### config.mk
export PLATFORM = sky130hd
export DESIGN_NAME = bbc_cmp
export DESIGN_NICKNAME = d
export VERILOG_FILES = /design/src/rtl/bbc_pkg.sv /design/src/rtl/bbc_cmp.sv
export SDC_FILE = /design/constraint.sdc
export NUM_CORES = 1
export LEC_CHECK = 0
export ABC_CLOCK_PERIOD_IN_PS = 6500
export BUFFER_PORTS_ARGS = -buffer_cell sky130_fd_sc_hd__buf_2
export CAP_MARGIN = 20
export CORE_MARGIN = 4
export CORE_UTILIZATION = 50
export DETAILED_ROUTE_END_ITERATION = 8
export PLACE_DENSITY = 0.89
export SYNTH_ARGS = -nofsm -noshare
export SYNTH_HDL_FRONTEND = slang
export SYNTH_SLANG_ARGS = --single-unit
export TNS_END_PERCENT = 30
### constraint.sdc
create_clock -name vclk -period 6.5
set_input_delay 1.3 -clock vclk [all_inputs]
set_output_delay 1.3 -clock vclk [all_outputs]
set_load 0.03 [all_outputs]
### src/rtl/bbc_pkg.sv
// Package for the block buffer cache: codes, widths and shared types.
package bbc_pkg;

    typedef enum logic [2:0] {
        MODE_GET     = 3'd0,
        MODE_RELEASE = 3'd1,
        MODE_PIN     = 3'd2,
        MODE_UNPIN   = 3'd3,
        MODE_RANGE   = 3'd4
    } t_mode;

    localparam logic [1:0] ST_OK     = 2'd0;
    localparam logic [1:0] ST_NOFREE = 2'd1;
    localparam logic [1:0] ST_UNDER  = 2'd2;
    localparam logic [1:0] ST_OVER   = 2'd3;

    localparam int          REFS_W   = 16;
    localparam logic [15:0] REFS_MAX = 16'hFFFF;

    // Per-entry metadata read by the scan comparator.
    typedef struct packed {
        logic        is_tagged;
        logic        valid;
        logic [15:0] refs;
    } t_meta;

    // Response fields, lowest bit first: slot, was_hit, fill, range_hit, status.
    typedef struct packed {
        logic [1:0] status;
        logic       range_hit;
        logic       fill_needed;
        logic       was_hit;
        logic [6:0] slot;
    } t_result;

endpackage

### src/rtl/bbc_cmp.sv
// Shared entry comparator: tag match, range window test and free-victim test.
module bbc_cmp
    import bbc_pkg::*;
#(
    parameter int RANK_W = 7
) (
    input  logic [31:0]     i_dev,
    input  logic [31:0]     i_blk,
    input  logic [8:0]      i_run,
    input  logic [31:0]     i_e_dev,
    input  logic [31:0]     i_e_blk,
    input  t_meta           i_meta,
    input  logic [RANK_W-1:0] i_rank,
    input  logic [RANK_W:0] i_best,
    output logic            o_tag_hit,
    output logic            o_rng_hit,
    output logic            o_better
);
    logic [31:0] w_diff;

    // One subtract shared between exact match and window test
    assign w_diff    = i_e_blk - i_blk;
    assign o_tag_hit = i_meta.is_tagged && (i_e_dev == i_dev) && (w_diff == 32'd0);
    assign o_rng_hit = i_meta.is_tagged && i_meta.valid && (i_e_dev == i_dev) &&
                       (w_diff < {23'd0, i_run});
    assign o_better  = (i_meta.refs == '0) && ({1'b0, i_rank} < i_best);
endmodule

==> After elaboration in Yosys (flattened, before gate mapping) <==
Index checks and enable logic that the tools add are counted.
{ "word_totals": {"ff_bits": 0, "wordCells": 12, "inputBits": 170, "output_inout_bits": 3} }
{ "op_classes": {"n_lt_le_gt_ge": 2, "n_eq_ne": 1, "n_reduce_logical": 8, "add_sub_neg": 1} }
{ "op_table": {"columns": ["op", "n"], "rows": [
  ["$eq A32 B32 Y1", 1],
  ["$logic_not A32 Y1", 1],
  ["$lt A32 B9 Y1", 1],
  ["$sub A32 B32 Y32", 1],
  ["$logic_not A16 Y1", 1],
  ["$lt A7 B8 Y1", 1],
  ["$logic_and A1 B1 Y1", 6]
]} }

==> Longest topological paths before layout <==
{ "logic_depth": {"depth_word": 3, "ltp_mapped": 14, "mapped_depth_nobuf": 14} }

==> Worst setup path before layout <==
Ideal clock, no wire load.
{ "synth_timing": {"kind": "input -> output", "start": "in i_e_blk[0]", "end": "out o_rng_hit", "path_buffers": 0, "stages": 12, "path_slack_ns": 1.224, "t_required_ns": 5.200, "arrival_ns": 3.976, "path_cell_list": "inv_1 ha_1 fa_1 nor2b_4 o2111ai_2 nand3_2 a21o_1 a21oi_1 a311o_1 nor4_1 nand4_1 nor3_1"} }
{ "synth_via": {"elab_chain_len": 3} }
{ "synth_rtl": {"columns": ["item", "line", "source"], "rows": [
  ["start, declared", "bbc_cmp.sv:11", "input logic [31:0] i_e_blk,"],
  ["$sub A32 B32 Y32", "bbc_cmp.sv:22", "assign w_diff = i_e_blk - i_blk;"],
  ["$lt A32 B9 Y1", "bbc_cmp.sv:25", "(w_diff < {23'd0, i_run});"],
  ["$logic_and A1 B1 Y1", "bbc_cmp.sv:24", "assign o_rng_hit = i_meta.is_tagged && i_meta.valid && (i_e_dev == i_dev) &&"],
  ["end, declared", "bbc_cmp.sv:16", "output logic o_rng_hit,"]
]} }
No other way between the ends.

==> Final worst setup path <==
{ "layout_timing": {"start": "in i_blk[0]", "end": "out o_tag_hit"} }
{ "layout_via": {"elab_chain_len": 3} }
{ "layout_rtl": {"columns": ["item", "line", "source"], "rows": [
  ["start, declared", "bbc_cmp.sv:8", "input logic [31:0] i_blk,"],
  ["$sub A32 B32 Y32", "bbc_cmp.sv:22", null],
  ["$logic_not A32 Y1", "bbc_cmp.sv:23", "assign o_tag_hit = i_meta.is_tagged && (i_e_dev == i_dev) && (w_diff == 32'd0);"],
  ["$logic_and A1 B1 Y1", "bbc_cmp.sv:23", null],
  ["end, declared", "bbc_cmp.sv:15", "output logic o_tag_hit,"]
]} }
No other way between the ends.

==> impl_metrics.py <==
metrics = {
    "run": {
        "drv_cap": 0,
    },
    "route": {
        "route.detailed.drc": 0,
        "drtAntennaViolNets": 0,
        "wl_per_cell_um": 14.65,
        "via_per_inst": 5.527,
        "drtPass1Iterations": 4,
        "vias": 3598,
        "first_iter_violations": 192,
        "wl_mm": 9.539,
    },
    "power_and_ir_drop": {
        "power_density_nw_per_um2": 86.94,
        "total_power_mw": 0.3281,
        "p_leak_nw": 1.994,
        "max-vdd-ir-drop_mv": 0.04213,
    },
    "setup_path": {
        "cpMostUsedCell": "buf_2",
        "critPathTopFamily": "simple AND/OR/NAND/NOR gates",
        "cp.required_ps": 5200,
        "cp_max_fo": 5,
        "path_cells": "buf_2 -> ha_1 -> fa_1 -> nor2b_4 -> o2111ai_2 -> nand3_2 -> a21o_1 -> a21oi_1 -> a311o_1 -> nor4_1 -> nand4_1 -> nor4_2 -> buf_2",
        "cp_num_buf_inv": 2,
        "critPathCapture": "o_tag_hit",
        "crit_path_end_kind": "output port",
        "timing.critical_path.arrival_ps": 4220,
        "crit_path_start_kind": "input pin",
        "crit_start": "i_blk[0]",
        "criticalPathCategory": "in -> out",
        "worstSetupPathDepth": 13,
        "max_stage_delay_ps": 450,
        "crit_slowest_cell": "fa_1",
    },
    "place": {
        "placedCellCount": 651,
        "dp_hpwl_mm": 8.674,
        "port_buffers": 173,
        "place_congestion": 0.9658,
        "post-place-ws_ps": 1044,
    },
    "final_layout": {
        "num_antenna_cells": 0,
        "syn2layout_area_growth_pct": 31.99,
        "nFillCells": 513,
        "instances_no_fill": 651,
        "area.sequential_sq_um": 0,
        "nClkBuffers": 0,
        "seq_cell_count": 0,
        "drive_above_1_share": 0.3299,
        "multi_input_area_sq_um": 2623,
        "fin_nets": 797,
    },
    "floorplanning": {
        "fp.dieH_um": 83.62,
        "pin_count": 173,
        "die_w_um": 83.62,
        "coreArea_sq_um": 5540,
        "rows": 27,
        "start_util": 0.5160,
        "die_area_sq_um": 6991,
    },
    "synthesis": {
        "synthTopCellsByArea": "ha_1, xnor2_1, inv_1",
        "yosysSeqAreaShare": 0,
        "synth.avg_cell_area_sq_um": 6.922,
        "syn_nets": 629,
        "syn-cell-area_sq_um": 2859,
        "yosys_warnings": 0,
        "synth_top_area_share": 0.1969,
        "synth_cells": 413,
        "synth_cell_types": 58,
        "yosys.area.top_type": "ha_1",
    },
    "worst_hold_path": {
        "hold_class": "in -> out",
    },
    "global_route": {
        "track_usage": 0.2541,
        "grt_pass1_wl_mm": 15.54,
        "grt_use_met3": 0.02962,
        "grt_busiest_layer": "met2",
        "met1_usage": 0.3230,
        "grt_pass1_vias": 3560,
        "met2_usage": 0.4772,
        "grt_start_max_net_pins": 10,
        "antenna_found_initial": 0,
        "overflow": 0,
    },
    "timing": {
        "period_minus_slack_ps": 5519,
        "setup_viol_count_final": 0,
        "finalHoldViolations": 0,
        "fmax_mhz": 181.2,
        "fin_setup_tns_ps": 0,
        "grt_setup_unrepaired": "no",
        "hold_ws_ps": 2975,
        "tightest_slew_ps": 482.8,
        "final.period_utilization": 0.8491,
        "fin_ws_ps": 980.6,
        "max-slew-margin-rel": 0.6747,
        "slew_viol_final": 0,
    },
    "clocking": {
        "hold_buffers": 0,
        "cts_resized": 0,
        "cts_setup_buffers": 0,
    },
    "status": {
        "outcome": "finished clean",
    },
}
-- how the worst min path moves through the flow --
stage / startpoint / to / slack [ps] / cells after the start
2_1_floorplan: i_meta[16] / o_rng_hit / 2790 / 2
3_3_place_gp: i_meta[0] / o_better / 2970 / 5
3_5_place_dp: i_meta[16] / o_rng_hit / 2970 / 4
4_1_cts: i_meta[16] / o_rng_hit / 2970 / 4
5_1_grt: i_best[7] / o_better / 3000 / 4
6_report: i_meta[16] / o_rng_hit / 2970 / 4
-- metal layers --
layer  routed length [um]  up-vias
li1                     -     1830
met1                 3964     1594
met2                 4841      170
met3                  686        4
met4                   46        0
met5                    0        -
-- Yosys cell counts (3+ instances only) --
library cell	count
and3_1	3
nor2_1	24
xnor2_1	40
nand2b_1	6
o21ai_0	23
and2_1	6
nor4_1	10
nand4_1	12
o21a_1	12
a21o_1	16
a21oi_1	36
xor2_1	14
nand2_1	27
nor3_1	6
buf_2	6
o211ai_1	3
nor3b_1	3
ha_1	45
nand3_1	8
a31oi_1	7
inv_1	52
-- power by group --
part           total, mW  switching [mW]  internal [mW]
combinational      0.328           0.175          0.153
clock                  0               0              0
sequential             0               0              0
-- through the flow --
stage	util	instance area (sq um)
floorplan	-	2859
global placement	0.6811	3774
detailed placement	0.6811	3774
CTS	0.6811	3774
global route	0.6811	3774
finish	0.6811	3774
-- cell type report --
| cell class | count | area share |
|---|---|---|
| tap | 72 | 0.02387 |
| timing repair buffer | 173 | 0.2294 |
| inverter | 52 | 0.05172 |
| multi-input combinational | 354 | 0.6950 |
-- placed cells by master, fill, tap and decap left out, drive strengths merged, types with 6 or more instances in the layout --
cell type / Yosys / routed
nor4: 12 / 12
nand4: 12 / 12
a21oi: 38 / 38
o21ai: 25 / 25
nand2: 27 / 27
nand3: 9 / 9
nor2: 24 / 24
nor3: 7 / 7
ha: 45 / 45
a21o: 16 / 16
buf: 7 / 173
xor2: 14 / 14
nand2b: 6 / 6
a31oi: 8 / 8
o21a: 12 / 12
xnor2: 40 / 40
and2: 6 / 6
inv: 52 / 52
-- cells by family after synthesis --
| group | share of synthesized area |
|---|---|
| and+or+nand+nor | 0.2280 |
| adders and majority gates | 0.2039 |
| AOI/OAI and AO/OA | 0.3050 |
| xor gates and xnor gates | 0.1654 |
| buffers and inverters | 0.08271 |
| muxes | 0.01488 |
(Power assumes the default switching activity.)
